File: config.mk
export PLATFORM = sky130hd
export DESIGN_NAME = mpeg_audio_header_sync_flat
export DESIGN_NICKNAME = d
export VERILOG_FILES = /design/src/rtl/mahs_pkg.sv /design/src/rtl/mahs_byte_if.sv /design/src/rtl/mahs_hdr_if.sv /design/src/rtl/mpeg_audio_header_sync.sv /design/src/rtl/mahs_parser.sv /design/src/rtl/mahs_out_reg.sv /design/src/flat_wrapper.sv
export SDC_FILE = /design/constraint.sdc
export NUM_CORES = 1
export LEC_CHECK = 0
export BUFFER_PORTS_ARGS = -buffer_cell sky130_fd_sc_hd__buf_2
export CAP_MARGIN = 20
export CORE_AREA = 2 2 84 86
export CTS_CLUSTER_DIAMETER = 150
export DETAILED_ROUTE_END_ITERATION = 10
export DIE_AREA = 0 0 86 88
export PLACE_DENSITY = 0.76
export SYNTH_ARGS = -nofsm -noshare
export SYNTH_HDL_FRONTEND = slang
export SYNTH_SLANG_ARGS = --single-unit
export TNS_END_PERCENT = 1
File: constraint.sdc
create_clock -name clk -period 4.1 [get_ports clk]
set_clock_uncertainty 0.15 [all_clocks]
set_input_delay 0.205 -clock clk [delete_from_list [all_inputs] [get_ports clk]]
set_output_delay 0.205 -clock clk [all_outputs]
set_load 0.01 [all_outputs]
File: src/rtl/mahs_pkg.sv
// ----------------------------------------------------------------------------
// mahs_pkg
// Shared types and constants for the MPEG audio header sync block.
// ----------------------------------------------------------------------------
package mahs_pkg;

  // sync and header field constants
  localparam logic [7:0] SYNC_BYTE    = 8'hFF;
  localparam logic [3:0] SYNC_NIBBLE  = 4'hF;
  localparam logic [3:0] BITRATE_BAD  = 4'hF;
  localparam logic [1:0] RATE_BAD     = 2'h3;
  localparam logic [1:0] LAYER_III    = 2'h1;

  // parser phase
  typedef enum logic [2:0] {
    PH_HUNT  = 3'd0,
    PH_SYNC2 = 3'd1,
    PH_HDR3  = 3'd2,
    PH_HDR4  = 3'd3,
    PH_CRC1  = 3'd4,
    PH_CRC2  = 3'd5
  } phase_t;

  // one decoded header
  typedef struct packed {
    logic        version_id;
    logic [1:0]  layer_code;
    logic        crc_present;
    logic [3:0]  bitrate_index;
    logic [1:0]  rate_index;
    logic        padding;
    logic [1:0]  channel_mode;
    logic [1:0]  mode_extension;
    logic [1:0]  emphasis;
    logic [2:0]  flag_bits;
    logic [15:0] crc_word;
    logic        layer_supported;
  } result_t;

  // result request from the parser to the output register
  typedef struct packed {
    logic    valid;
    result_t data;
  } res_req_t;

endpackage

File: src/rtl/mahs_byte_if.sv
// ----------------------------------------------------------------------------
// mahs_byte_if
// Byte stream channel: valid/ready with one stream byte.
// ----------------------------------------------------------------------------
interface mahs_byte_if;
  logic       valid;
  logic       ready;
  logic [7:0] in_byte;

  modport source (output valid, output in_byte, input ready);
  modport sink   (input valid, input in_byte, output ready);
endinterface

File: src/rtl/mahs_hdr_if.sv
// ----------------------------------------------------------------------------
// mahs_hdr_if
// Header result channel: valid/ready with the decoded header fields.
// ----------------------------------------------------------------------------
interface mahs_hdr_if;
  logic        valid;
  logic        ready;
  logic        version_id;
  logic [1:0]  layer_code;
  logic        crc_present;
  logic [3:0]  bitrate_index;
  logic [1:0]  rate_index;
  logic        padding;
  logic [1:0]  channel_mode;
  logic [1:0]  mode_extension;
  logic [1:0]  emphasis;
  logic [2:0]  flag_bits;
  logic [15:0] crc_word;
  logic        layer_supported;

  modport source (
    output valid, output version_id, output layer_code, output crc_present,
    output bitrate_index, output rate_index, output padding, output channel_mode,
    output mode_extension, output emphasis, output flag_bits, output crc_word,
    output layer_supported, input ready
  );
  modport sink (
    input valid, input version_id, input layer_code, input crc_present,
    input bitrate_index, input rate_index, input padding, input channel_mode,
    input mode_extension, input emphasis, input flag_bits, input crc_word,
    input layer_supported, output ready
  );
endinterface

File: src/rtl/mpeg_audio_header_sync.sv
// ----------------------------------------------------------------------------
// mpeg_audio_header_sync
// MPEG audio frame header sync: hunts for sync, splits and checks headers.
//
//   channel   dir  payload                         request
//   byte_ch   in   in_byte (8)                     one stream byte
//   hdr_ch    out  header fields, crc_word (16)    one decoded header
//
// one byte accepted per clock while the parser is not stalled; a byte passes
// the input register, the parser and the result register; the parser forms a
// result from the input register, and the result register takes it when out_free
// reset (rst, synchronous) clears phase, lock and both valid flags
// a stalled result holds the result register; the parser keeps taking bytes
// until a byte that completes a header meets a full result register
// ----------------------------------------------------------------------------
module mpeg_audio_header_sync (
  input  logic       clk,
  input  logic       rst,
  mahs_byte_if.sink  byte_ch,
  mahs_hdr_if.source hdr_ch
);

  mahs_pkg::res_req_t res_req;
  logic               out_free;

  // byte parser
  mahs_parser u_parser (
    .clk      (clk),
    .rst      (rst),
    .byte_ch  (byte_ch),
    .out_free (out_free),
    .res_req  (res_req)
  );

  // result register
  mahs_out_reg u_out_reg (
    .clk      (clk),
    .rst      (rst),
    .res_req  (res_req),
    .out_free (out_free),
    .hdr_ch   (hdr_ch)
  );

endmodule

File: src/rtl/mahs_parser.sv
// ----------------------------------------------------------------------------
// mahs_parser
// Input byte register, sync hunt, header collection, lock check and CRC
// collection; raises a result request when a header is complete.
// ----------------------------------------------------------------------------
module mahs_parser (
  input  logic               clk,
  input  logic               rst,
  mahs_byte_if.sink          byte_ch,
  input  logic               out_free,
  output mahs_pkg::res_req_t res_req
);

  // input register
  logic       in_valid_q;
  logic [7:0] in_byte_q;

  // parser state
  mahs_pkg::phase_t phase, phase_next;
  logic [23:0] hdr, hdr_next;          // low three header bytes, top byte is 0xFF
  logic [7:0]  crc_hi, crc_hi_next;
  logic        locked_valid, locked_valid_next;
  logic [8:0]  locked_fields, locked_fields_next;

  logic        emit;
  logic [23:0] emit_hdr;
  logic [15:0] emit_crc;
  logic [23:0] h;
  logic [8:0]  key;
  logic        advance;

  // the byte moves on unless it completes a header and the output is full
  assign advance      = in_valid_q && (!emit || out_free);
  assign byte_ch.ready = !in_valid_q || advance;

  always_ff @(posedge clk) begin
    if (rst) begin
      in_valid_q <= 1'b0;
    end else if (byte_ch.ready) begin
      in_valid_q <= byte_ch.valid;
    end
  end

  always_ff @(posedge clk) begin
    if (byte_ch.ready && byte_ch.valid) begin
      in_byte_q <= byte_ch.in_byte;
    end
  end

  // candidate full header when the fourth byte arrives
  assign h   = {hdr[15:0], in_byte_q};
  assign key = {h[19], h[18:17], h[16], h[11:10], h[7:6], h[2]};

  // next state and result request
  always_comb begin
    phase_next         = phase;
    hdr_next           = hdr;
    crc_hi_next        = crc_hi;
    locked_valid_next  = locked_valid;
    locked_fields_next = locked_fields;
    emit               = 1'b0;
    emit_hdr           = h;
    emit_crc           = 16'h0000;
    case (phase)
      mahs_pkg::PH_SYNC2: begin
        if (in_byte_q[7:4] == mahs_pkg::SYNC_NIBBLE) begin
          hdr_next   = {hdr[15:0], in_byte_q};
          phase_next = mahs_pkg::PH_HDR3;
        end else begin
          phase_next = mahs_pkg::PH_HUNT;
        end
      end
      mahs_pkg::PH_HDR3: begin
        hdr_next   = {hdr[15:0], in_byte_q};
        phase_next = mahs_pkg::PH_HDR4;
      end
      mahs_pkg::PH_HDR4: begin
        hdr_next = h;
        if (h[15:12] == mahs_pkg::BITRATE_BAD || h[11:10] == mahs_pkg::RATE_BAD) begin
          phase_next = mahs_pkg::PH_HUNT;
        end else if (locked_valid && key != locked_fields) begin
          phase_next = mahs_pkg::PH_HUNT;
        end else begin
          locked_valid_next  = 1'b1;
          locked_fields_next = locked_valid ? locked_fields : key;
          if (!h[16]) begin
            phase_next = mahs_pkg::PH_CRC1;
          end else begin
            emit       = 1'b1;
            phase_next = mahs_pkg::PH_HUNT;
          end
        end
      end
      mahs_pkg::PH_CRC1: begin
        crc_hi_next = in_byte_q;
        phase_next  = mahs_pkg::PH_CRC2;
      end
      mahs_pkg::PH_CRC2: begin
        emit       = 1'b1;
        emit_hdr   = hdr;
        emit_crc   = {crc_hi, in_byte_q};
        phase_next = mahs_pkg::PH_HUNT;
      end
      default: begin
        hdr_next = {16'h0000, mahs_pkg::SYNC_BYTE};
        if (in_byte_q == mahs_pkg::SYNC_BYTE) begin
          phase_next = mahs_pkg::PH_SYNC2;
        end else begin
          phase_next = mahs_pkg::PH_HUNT;
        end
      end
    endcase
  end

  // control state
  always_ff @(posedge clk) begin
    if (rst) begin
      phase        <= mahs_pkg::PH_HUNT;
      locked_valid <= 1'b0;
    end else if (advance) begin
      phase        <= phase_next;
      locked_valid <= locked_valid_next;
    end
  end

  // payload state
  always_ff @(posedge clk) begin
    if (advance) begin
      hdr           <= hdr_next;
      crc_hi        <= crc_hi_next;
      locked_fields <= locked_fields_next;
    end
  end

  // field split of the finished header
  always_comb begin
    res_req.valid                = advance && emit;
    res_req.data.version_id      = emit_hdr[19];
    res_req.data.layer_code      = emit_hdr[18:17];
    res_req.data.crc_present     = !emit_hdr[16];
    res_req.data.bitrate_index   = emit_hdr[15:12];
    res_req.data.rate_index      = emit_hdr[11:10];
    res_req.data.padding         = emit_hdr[9];
    res_req.data.channel_mode    = emit_hdr[7:6];
    res_req.data.mode_extension  = emit_hdr[5:4];
    res_req.data.emphasis        = emit_hdr[1:0];
    res_req.data.flag_bits       = {emit_hdr[8], emit_hdr[3], emit_hdr[2]};
    res_req.data.crc_word        = emit_hdr[16] ? 16'h0000 : emit_crc;
    res_req.data.layer_supported = (emit_hdr[18:17] == mahs_pkg::LAYER_III);
  end

`ifndef ASSERT_OFF
  // results only come from the last header byte or the last CRC byte
  assert property (@(posedge clk) disable iff (rst)
    res_req.valid |-> (phase == mahs_pkg::PH_HDR4 || phase == mahs_pkg::PH_CRC2))
    else $error("result request outside header or CRC end");

  // after a result the parser is hunting again
  assert property (@(posedge clk) disable iff (rst)
    res_req.valid |=> phase == mahs_pkg::PH_HUNT)
    else $error("parser not hunting after result");

  // reserved indexes are never reported
  assert property (@(posedge clk) disable iff (rst)
    res_req.valid |-> (res_req.data.bitrate_index != mahs_pkg::BITRATE_BAD &&
                       res_req.data.rate_index != mahs_pkg::RATE_BAD))
    else $error("reserved index reported");

  // once locked, the lock stays
  assert property (@(posedge clk) disable iff (rst)
    locked_valid |=> locked_valid)
    else $error("lock lost");

  // a result request implies a lock is held or taken
  assert property (@(posedge clk) disable iff (rst)
    res_req.valid |=> locked_valid)
    else $error("result without lock");
`endif

endmodule

File: src/rtl/mahs_out_reg.sv
// ----------------------------------------------------------------------------
// mahs_out_reg
// Result register driving the header channel; holds a result until taken.
// ----------------------------------------------------------------------------
module mahs_out_reg (
  input  logic               clk,
  input  logic               rst,
  input  mahs_pkg::res_req_t res_req,
  output logic               out_free,
  mahs_hdr_if.source         hdr_ch
);

  logic              valid;
  mahs_pkg::result_t data;

  // room when empty or being taken this cycle
  assign out_free = !valid || hdr_ch.ready;

  always_ff @(posedge clk) begin
    if (rst) begin
      valid <= 1'b0;
    end else if (out_free) begin
      valid <= res_req.valid;
    end
  end

  always_ff @(posedge clk) begin
    if (out_free && res_req.valid) begin
      data <= res_req.data;
    end
  end

  // drive the channel
  assign hdr_ch.valid           = valid;
  assign hdr_ch.version_id      = data.version_id;
  assign hdr_ch.layer_code      = data.layer_code;
  assign hdr_ch.crc_present     = data.crc_present;
  assign hdr_ch.bitrate_index   = data.bitrate_index;
  assign hdr_ch.rate_index      = data.rate_index;
  assign hdr_ch.padding         = data.padding;
  assign hdr_ch.channel_mode    = data.channel_mode;
  assign hdr_ch.mode_extension  = data.mode_extension;
  assign hdr_ch.emphasis        = data.emphasis;
  assign hdr_ch.flag_bits       = data.flag_bits;
  assign hdr_ch.crc_word        = data.crc_word;
  assign hdr_ch.layer_supported = data.layer_supported;

endmodule

File: src/flat_wrapper.sv
// flat-port wrapper written by rule: the top's interface ports become plain ports
module mpeg_audio_header_sync_flat 
  (clk, rst, byte_ch_valid, byte_ch_in_byte, byte_ch_ready, hdr_ch_valid, hdr_ch_version_id, hdr_ch_layer_code, hdr_ch_crc_present, hdr_ch_bitrate_index, hdr_ch_rate_index, hdr_ch_padding, hdr_ch_channel_mode, hdr_ch_mode_extension, hdr_ch_emphasis, hdr_ch_flag_bits, hdr_ch_crc_word, hdr_ch_layer_supported, hdr_ch_ready);
  mahs_byte_if byte_ch_i ();
  mahs_hdr_if hdr_ch_i ();
  input  logic clk;
  input  logic rst;
  input wire logic [$bits(byte_ch_i.valid)-1:0] byte_ch_valid;
  input wire logic [$bits(byte_ch_i.in_byte)-1:0] byte_ch_in_byte;
  output wire logic [$bits(byte_ch_i.ready)-1:0] byte_ch_ready;
  output wire logic [$bits(hdr_ch_i.valid)-1:0] hdr_ch_valid;
  output wire logic [$bits(hdr_ch_i.version_id)-1:0] hdr_ch_version_id;
  output wire logic [$bits(hdr_ch_i.layer_code)-1:0] hdr_ch_layer_code;
  output wire logic [$bits(hdr_ch_i.crc_present)-1:0] hdr_ch_crc_present;
  output wire logic [$bits(hdr_ch_i.bitrate_index)-1:0] hdr_ch_bitrate_index;
  output wire logic [$bits(hdr_ch_i.rate_index)-1:0] hdr_ch_rate_index;
  output wire logic [$bits(hdr_ch_i.padding)-1:0] hdr_ch_padding;
  output wire logic [$bits(hdr_ch_i.channel_mode)-1:0] hdr_ch_channel_mode;
  output wire logic [$bits(hdr_ch_i.mode_extension)-1:0] hdr_ch_mode_extension;
  output wire logic [$bits(hdr_ch_i.emphasis)-1:0] hdr_ch_emphasis;
  output wire logic [$bits(hdr_ch_i.flag_bits)-1:0] hdr_ch_flag_bits;
  output wire logic [$bits(hdr_ch_i.crc_word)-1:0] hdr_ch_crc_word;
  output wire logic [$bits(hdr_ch_i.layer_supported)-1:0] hdr_ch_layer_supported;
  input wire logic [$bits(hdr_ch_i.ready)-1:0] hdr_ch_ready;
  assign byte_ch_i.valid = byte_ch_valid;
  assign byte_ch_i.in_byte = byte_ch_in_byte;
  assign byte_ch_ready = byte_ch_i.ready;
  assign hdr_ch_valid = hdr_ch_i.valid;
  assign hdr_ch_version_id = hdr_ch_i.version_id;
  assign hdr_ch_layer_code = hdr_ch_i.layer_code;
  assign hdr_ch_crc_present = hdr_ch_i.crc_present;
  assign hdr_ch_bitrate_index = hdr_ch_i.bitrate_index;
  assign hdr_ch_rate_index = hdr_ch_i.rate_index;
  assign hdr_ch_padding = hdr_ch_i.padding;
  assign hdr_ch_channel_mode = hdr_ch_i.channel_mode;
  assign hdr_ch_mode_extension = hdr_ch_i.mode_extension;
  assign hdr_ch_emphasis = hdr_ch_i.emphasis;
  assign hdr_ch_flag_bits = hdr_ch_i.flag_bits;
  assign hdr_ch_crc_word = hdr_ch_i.crc_word;
  assign hdr_ch_layer_supported = hdr_ch_i.layer_supported;
  assign hdr_ch_i.ready = hdr_ch_ready;
  mpeg_audio_header_sync u_core (.clk(clk), .rst(rst), .byte_ch(byte_ch_i), .hdr_ch(hdr_ch_i));
endmodule
Yosys cells after proc, flatten, opt, wreduce, memory -nomap -nowiden
Index checks and enable logic that the tools add are counted.
{"block": "totals", "reg_bits": 88, "latch_bits": 0, "mem_bits_rw": 0, "romBits": 0, "input_bits": 12, "out_inout_bits": 39, "word_cells": 70, "mem_count": 0}
{"block": "op_classes", "n_addsub": 0, "mul": 0, "n_div": 0, "order_cmp": 0, "eq_ne": 12, "shifts": 0, "muxes": 13, "n_bitwise": 5, "n_reduce_logical": 20}
{"operator": "case mux 20 bit (3 select lines)", "count": 1}
{"operator": "two-way mux 20 bit", "count": 2}
{"operator": "case mux 3 bit (5 select lines)", "count": 1}
{"operator": "two-way mux 3 bit", "count": 3}
{"operator": "!= test 9 bit", "count": 1}
{"operator": "== test 4 bit, second input constant", "count": 2}
{"operator": "== test 8 bit, second input constant", "count": 1}
{"operator": "== test 3 x 2 -> 1 bit, second input constant", "count": 2}
{"operator": "== test 3 bit, second input constant", "count": 2}
{"operator": "OR reduction 2 bit", "count": 3}
{"operator": "logical AND 1 bit", "count": 5}
{"operator": "inverter 1 bit", "count": 5}
{"operator": "AND reduction 5 bit", "count": 1}
{"operator": "logical NOT 1 bit", "count": 4}
{"operator": "logical OR 1 bit", "count": 4}
{"operator": "two-way mux 1 bit", "count": 4}
{"operator": "AND reduction 4 bit", "count": 1}
{"operator": "== test 3 x 1 -> 1 bit, second input constant", "count": 1}
{"operator": "AND reduction 3 bit", "count": 1}
{"operator": "== test 2 x 1 -> 1 bit, second input constant", "count": 1}
{"operator": "== test 2 bit, second input constant", "count": 1}
{"operator": "two-way mux 2 bit", "count": 1}
{"operator": "!= test 2 bit, second input constant", "count": 1}
{"operator": "case mux 1 bit (2 select lines)", "count": 1}
{"operator": "AND reduction 2 bit", "count": 1}

Logic depth before layout (Yosys ltp)
{"block": "depth", "depth_word": 10, "depth_mapped": 7, "depth_no_buf": 6}

Cells and area by module
From an unflattened synthesis, not the netlist that was laid out.
{"block": "unflattened", "cells_unflattened": 229, "hier_area_um2": 3634.7}
{"module": "mahs_parser", "instances": 1, "cells_per_inst": 187, "area_each_um2": 2468.6, "seq_area_each_um2": 1451.4}
{"module": "mahs_out_reg", "instances": 1, "cells_per_inst": 42, "area_each_um2": 1166.1, "seq_area_each_um2": 1131.1}

Worst setup path after synthesis
No wires, ideal clock.
{"block": "synth_timing", "path_type": "reg2reg", "startpoint": "register u_core.u_parser.hdr[8]", "endpoint": "register u_core.u_out_reg.data (netlist bit u_core.u_out_reg.hdr_ch.bitrate_index[0]), enable pin", "setup_ns": 0.431, "arrival_time_ns": 2.978, "required_ns": 3.519, "setup_slack_ns": 0.540, "stages_incl_launch_ff": 7, "path_buffers": 1, "period_less_slack_ns": 3.560, "path_cell_list": "edfxtp_1 clkbuf_1 xnor2_1 nand4_1 o41ai_2 a21boi_1 nor2_1"}
{"block": "synth_between", "elab_chain_cells": 10, "word_cells_on_any_way": 11, "cone_classes": "eq/ne (1); mux (4); reduce/logical (6)"}
{"element": "start: declaration", "line": "mahs_parser.sv:20", "text": "logic [23:0] hdr, hdr_next;"}
{"element": "start signal: assignment", "line": "mahs_parser.sv:129", "text": "hdr <= hdr_next;"}
{"element": "!= test 9 bit", "line": "mahs_parser.sv:81", "text": "end else if (locked_valid && key != locked_fields) begin"}
{"element": "logical AND 1 bit", "line": "mahs_parser.sv:81"}
{"element": "two-way mux 1 bit *", "line": "mahs_parser.sv:81"}
{"element": "two-way mux 1 bit *", "line": "mahs_parser.sv:79", "text": "if (h[15:12] == mahs_pkg::BITRATE_BAD || h[11:10] == mahs_pkg::RATE_BAD) begin"}
{"element": "case mux 1 bit (2 select lines) *", "line": "mahs_parser.sv:64", "text": "case (phase)"}
{"element": "logical NOT 1 bit", "line": "mahs_parser.sv:33", "text": "assign advance = in_valid_q && (!emit || out_free);"}
{"element": "logical OR 1 bit", "line": "mahs_parser.sv:33"}
{"element": "logical AND 1 bit", "line": "mahs_parser.sv:33"}
{"element": "logical AND 1 bit *", "line": "mahs_parser.sv:137", "text": "res_req.valid = advance && emit;"}
{"element": "logical AND 1 bit *", "line": "mahs_out_reg.sv:28", "text": "if (out_free && res_req.valid) begin"}
{"element": "end signal: assignment", "line": "mahs_out_reg.sv:29", "text": "data <= res_req.data;"}
{"element": "end: declaration", "line": "mahs_out_reg.sv:14", "text": "mahs_pkg::result_t data;"}
Mark *: on every way between the ends. The rest lies on a longest branch, timed or not.
A chain may end at the register's enable or synchronous reset.

Worst setup path after layout
{"block": "layout_timing", "startpoint": "register u_core.u_parser.phase[0]", "endpoint": "register u_core.u_out_reg.data (netlist bit u_core.u_out_reg.hdr_ch.crc_word[1]), enable pin"}
{"block": "layout_between", "elab_chain_cells": 7, "word_cells_on_any_way": 8, "cone_classes": "eq/ne (2); mux (1); reduce/logical (5)"}
{"element": "start: declaration", "line": "mahs_parser.sv:19", "text": "mahs_pkg::phase_t phase, phase_next;"}
{"element": "start signal: assignment", "line": "mahs_parser.sv:118", "text": "phase <= mahs_pkg::PH_HUNT;"}
{"element": "start signal: assignment", "line": "mahs_parser.sv:121", "text": "phase <= phase_next;"}
{"element": "== test 3 bit / == test 3 x 2 -> 1 bit (equally long branches)", "line": "mahs_parser.sv:64"}
{"element": "case mux 1 bit (2 select lines) *", "line": "mahs_parser.sv:64"}
{"element": "logical NOT 1 bit", "line": "mahs_parser.sv:33"}
{"element": "logical OR 1 bit", "line": "mahs_parser.sv:33"}
{"element": "logical AND 1 bit", "line": "mahs_parser.sv:33"}
{"element": "logical AND 1 bit *", "line": "mahs_parser.sv:137"}
{"element": "logical AND 1 bit *", "line": "mahs_out_reg.sv:28"}
Marked as above.

==> results_dict.tcl <==
set metrics [dict create \
    crit_type "flip-flop to flip-flop" \
    synthArstFlopShare_pct 0 \
    finalSetupViolCount 0 \
    synth-edff-count 82 \
    dieArea_um2 7570 \
    yosys-top-cells-area "edfxtp_1, mux2_2, dfxtp_1" \
    rsz0062_at_grt "false" \
    gp_congestion 0.795 \
    netSwitchingFraction_pct 22.8 \
    dpl_cell_area_um2 3930 \
    place_ws_ps 1070 \
    rows 30 \
    first_iter_violations 157 \
    yosysWarningCount 0 \
    coreArea_um2 6640 \
    synth_simple_gate_area_share_pct 12.1 \
    antenna_cells 0 \
    netSwitchingPower_w 0.000374 \
    numPortBuffers 50 \
    worst-path-buf-inv 0 \
    netlist_instances 228 \
    io_pins 51 \
    via_count 2030 \
    cp_num_cells 5 \
    crit_path_max_fanout 37 \
    grt_pass1_wl_um 10200 \
    cp_data_arrival_time_ps 2820 \
    initial_core_util_pct 54.2 \
    die_h_um 88 \
    p_clk_share_pct 32.8 \
    grt_overflow 0 \
    cts_root_buf "clkbuf_8" \
    yosysSeqAreaShare_pct 71.7 \
    synth_compound_area_share_pct 4.69 \
    cts_tree "yes" \
    powerDensity_nw_per_um2 389 \
    muxShareOfSynthArea_pct 6.50 \
    grt.total_usage_pct 18.4 \
    hold_viol_final 0 \
    drive_gt1_share_pct 34.0 \
    synth_xor_area_share_pct 2.43 \
    syn_area_per_cell_um2 15.8 \
    finalNetCount 306 \
    r2r_end "u_core.u_out_reg.hdr_ch.crc_word[1]" \
    rr_worst_depth 5 \
    status "complete, no violations" \
    critPathMaxStageDelay_ps 830 \
    max_freq_mhz 335 \
    worst_slack_ps 1110 \
    seqPwrFrac_pct 62.7 \
    via_per_inst 5.38 \
    start_kind "flip-flop" \
    reg2reg_from "u_core.u_parser.phase[0]" \
    max-vdd-ir-drop_v 0.000204 \
    drv_slew 0 \
    synthFlopType "edfxtp_1" \
    synthTopCellsByCount "edfxtp_1, mux2_2, nor2b_1, and2_1" \
    wl_per_cell_um 16.7 \
    cp-end-kind "flip-flop" \
    synthToLayoutAreaGrowth_pct 17.0 \
    clockBufferDepth 2 \
    grt_pass1_vias 2007 \
    clock-sinks 88 \
    synth_top_family_by_area "simple AND/OR/NAND/NOR gates" \
    cts_buffers 9 \
    syn-num-nets 242 \
    drc 0 \
    synth_area_um2 3600 \
    path_cells "and3b_1, nand3_2, o41ai_2, a21boi_1, nor2_4" \
    synthAdderAreaFrac_pct 0.695 \
    synth_cell_type_count 40 \
    period_share_pct 72.8 \
    finalPower_w 0.00164 \
    crit_required_ps 3930 \
    ant_nets 0 \
    cap_violations 0 \
    htreeDepth 3 \
    antenna_found_initial 0 \
    r2r_slack_ps 1110 \
    grt_max_degree 38 \
    stdcell_area_um2 4220 \
    fin_tns_setup_ps 0 \
    p_leak_nw 1.53 \
    dp_hpwl_um 4040 \
    setup.worst_path.end "u_core.u_out_reg.hdr_ch.crc_word[1]" \
    finalCriticalPeriod_ps 2990 \
    dieWidth_um 86 \
    cts.reportedPaths.clkPinSlew_ps 80 \
    max-slew-margin-rel_pct 31.4 \
    ys_ff_latch 88 \
    synth_top_cell_by_area "edfxtp_1" \
    yosysMostFrequentCell "edfxtp_1" \
    worst_pin_slew_ps 1030 \
    crit_family "simple AND/OR/NAND/NOR gates" \
    firstDrtPassIters 4 \
    p_int_w 0.00127 \
    clock_latency_ps 370 \
    startpoint "u_core.u_parser.phase[0]" \
    slowest_stage "nor2_4" \
    routed_wirelength_um 6290 \
    synth_top_area_share_pct 68.4 \
    combPwrFrac_pct 4.6 \
    hold_path_class "input pin to flip-flop" \
]
[power groups by stage]
stage	Sequential (W)	Clock [W]	Combinational (W)
2_1_floorplan	0.00104	0	0.0000491
3_3_place_gp	0.00105	0	0.0000658
3_5_place_dp	0.00105	0	0.0000667
4_1_cts	0.00103	0.000548	0.0000751
5_1_grt	0.00103	0.000582	0.0000818
6_report	0.00103	0.000538	0.0000747
[layer usage]
layer	GRT usage (%)	vias up	part of all wire, %
met5	0	-	0
met4	8.37	0	1.9
met3	4.52	13	4.8
met2	29.2	50	49
met1	24.3	993	45
li1	-	974	-
[worst reg2reg max path, cell delays in order (launching register included)]
cell	delay [ps]
dfxtp_1	510
and3b_1	250
nand3_2	120
o41ai_2	490
a21boi_1	240
nor2_4	830
[flip-flops by register name, indices dropped and copies added, names as in the netlist, 2 cells and up]
name,count
u_core.u_parser.hdr,20
u_core.u_out_reg.hdr_ch.crc_word,16
u_core.u_parser.locked_fields,9
u_core.u_parser.crc_hi,8
u_core.u_parser.in_byte_q,8
u_core.u_out_reg.hdr_ch.bitrate_index,4
u_core.u_out_reg.hdr_ch.flag_bits,3
u_core.u_parser.phase,3
u_core.u_out_reg.hdr_ch.channel_mode,2
u_core.u_out_reg.hdr_ch.emphasis,2
u_core.u_out_reg.hdr_ch.layer_code,2
u_core.u_out_reg.hdr_ch.mode_extension,2
u_core.u_out_reg.hdr_ch.rate_index,2
[per-stage QoR]
| stage | hold WS, ps | util [%] | instances |
|---|---|---|---|
| finish | 63.5 | 63.4 | 377 |
| global route | 85.7 | 63.4 | 377 |
| CTS | 45.1 | 63.4 | 377 |
| detailed placement | 233 | 59.2 | 350 |
| global placement | 234 | 59.2 | 350 |
| floorplan | 154 | - | 228 |
[kinds of logic after synthesis]
kind of cell / Yosys count
AND/OR/NAND/NOR: 73
AO/OA/AOI/OAI: 20
XOR/XNOR: 10
multiplexers: 21
buffers and inverters: 14
flip-flops: 88
adder cells (fa/ha/maj): 2
[final cells by class]
cell class / count / area (um^2)
Clock buffer: 11 / 131
Clock inverter: 5 / 41.3
Fill cell: 504 / 2430
Inverter: 4 / 15.0
Multi-Input combinational cell: 126 / 970
Sequential cell: 88 / 2580
Tap cell: 80 / 100
Timing Repair Buffer: 63 / 375
[cell usage in the layout, fill, tap and decap left out, drive strengths merged, types with 3 or more instances in the layout]
master / instances
a21oi: 4
and2: 16
buf: 52
clkbuf: 11
dfxtp: 6
dlygate4sd3: 11
edfxtp: 82
inv: 5
mux2: 19
nand2: 5
nand2b: 4
nand3: 5
nand4: 5
nor2: 6
nor2b: 17
o21ai: 3
or2: 9
xnor2: 9
[how the worst min path moves through the flow]
stage	start	slack [ps]	end	depth (start not counted)
6_report	hdr_ch_ready	60	u_core.u_out_reg.hdr_ch.valid	3
5_1_grt	hdr_ch_ready	90	u_core.u_out_reg.hdr_ch.valid	3
3_5_place_dp	byte_ch_in_byte[0]	230	u_core.u_parser.in_byte_q[0]	1
2_1_floorplan	byte_ch_in_byte[0]	150	u_core.u_parser.in_byte_q[0]	0
4_1_cts	hdr_ch_ready	50	u_core.u_out_reg.hdr_ch.valid	3
3_3_place_gp	byte_ch_in_byte[0]	230	u_core.u_parser.in_byte_q[0]	1
[what timing repair did]
action                                 in CTS  in global routing
endpoints found under the hold margin      10                  0
hold buffers                               11                  0
gates resized for setup                     0                  0
buffers inserted                            0                  0
No activity file was read; power rests on OpenSTA's default activity.
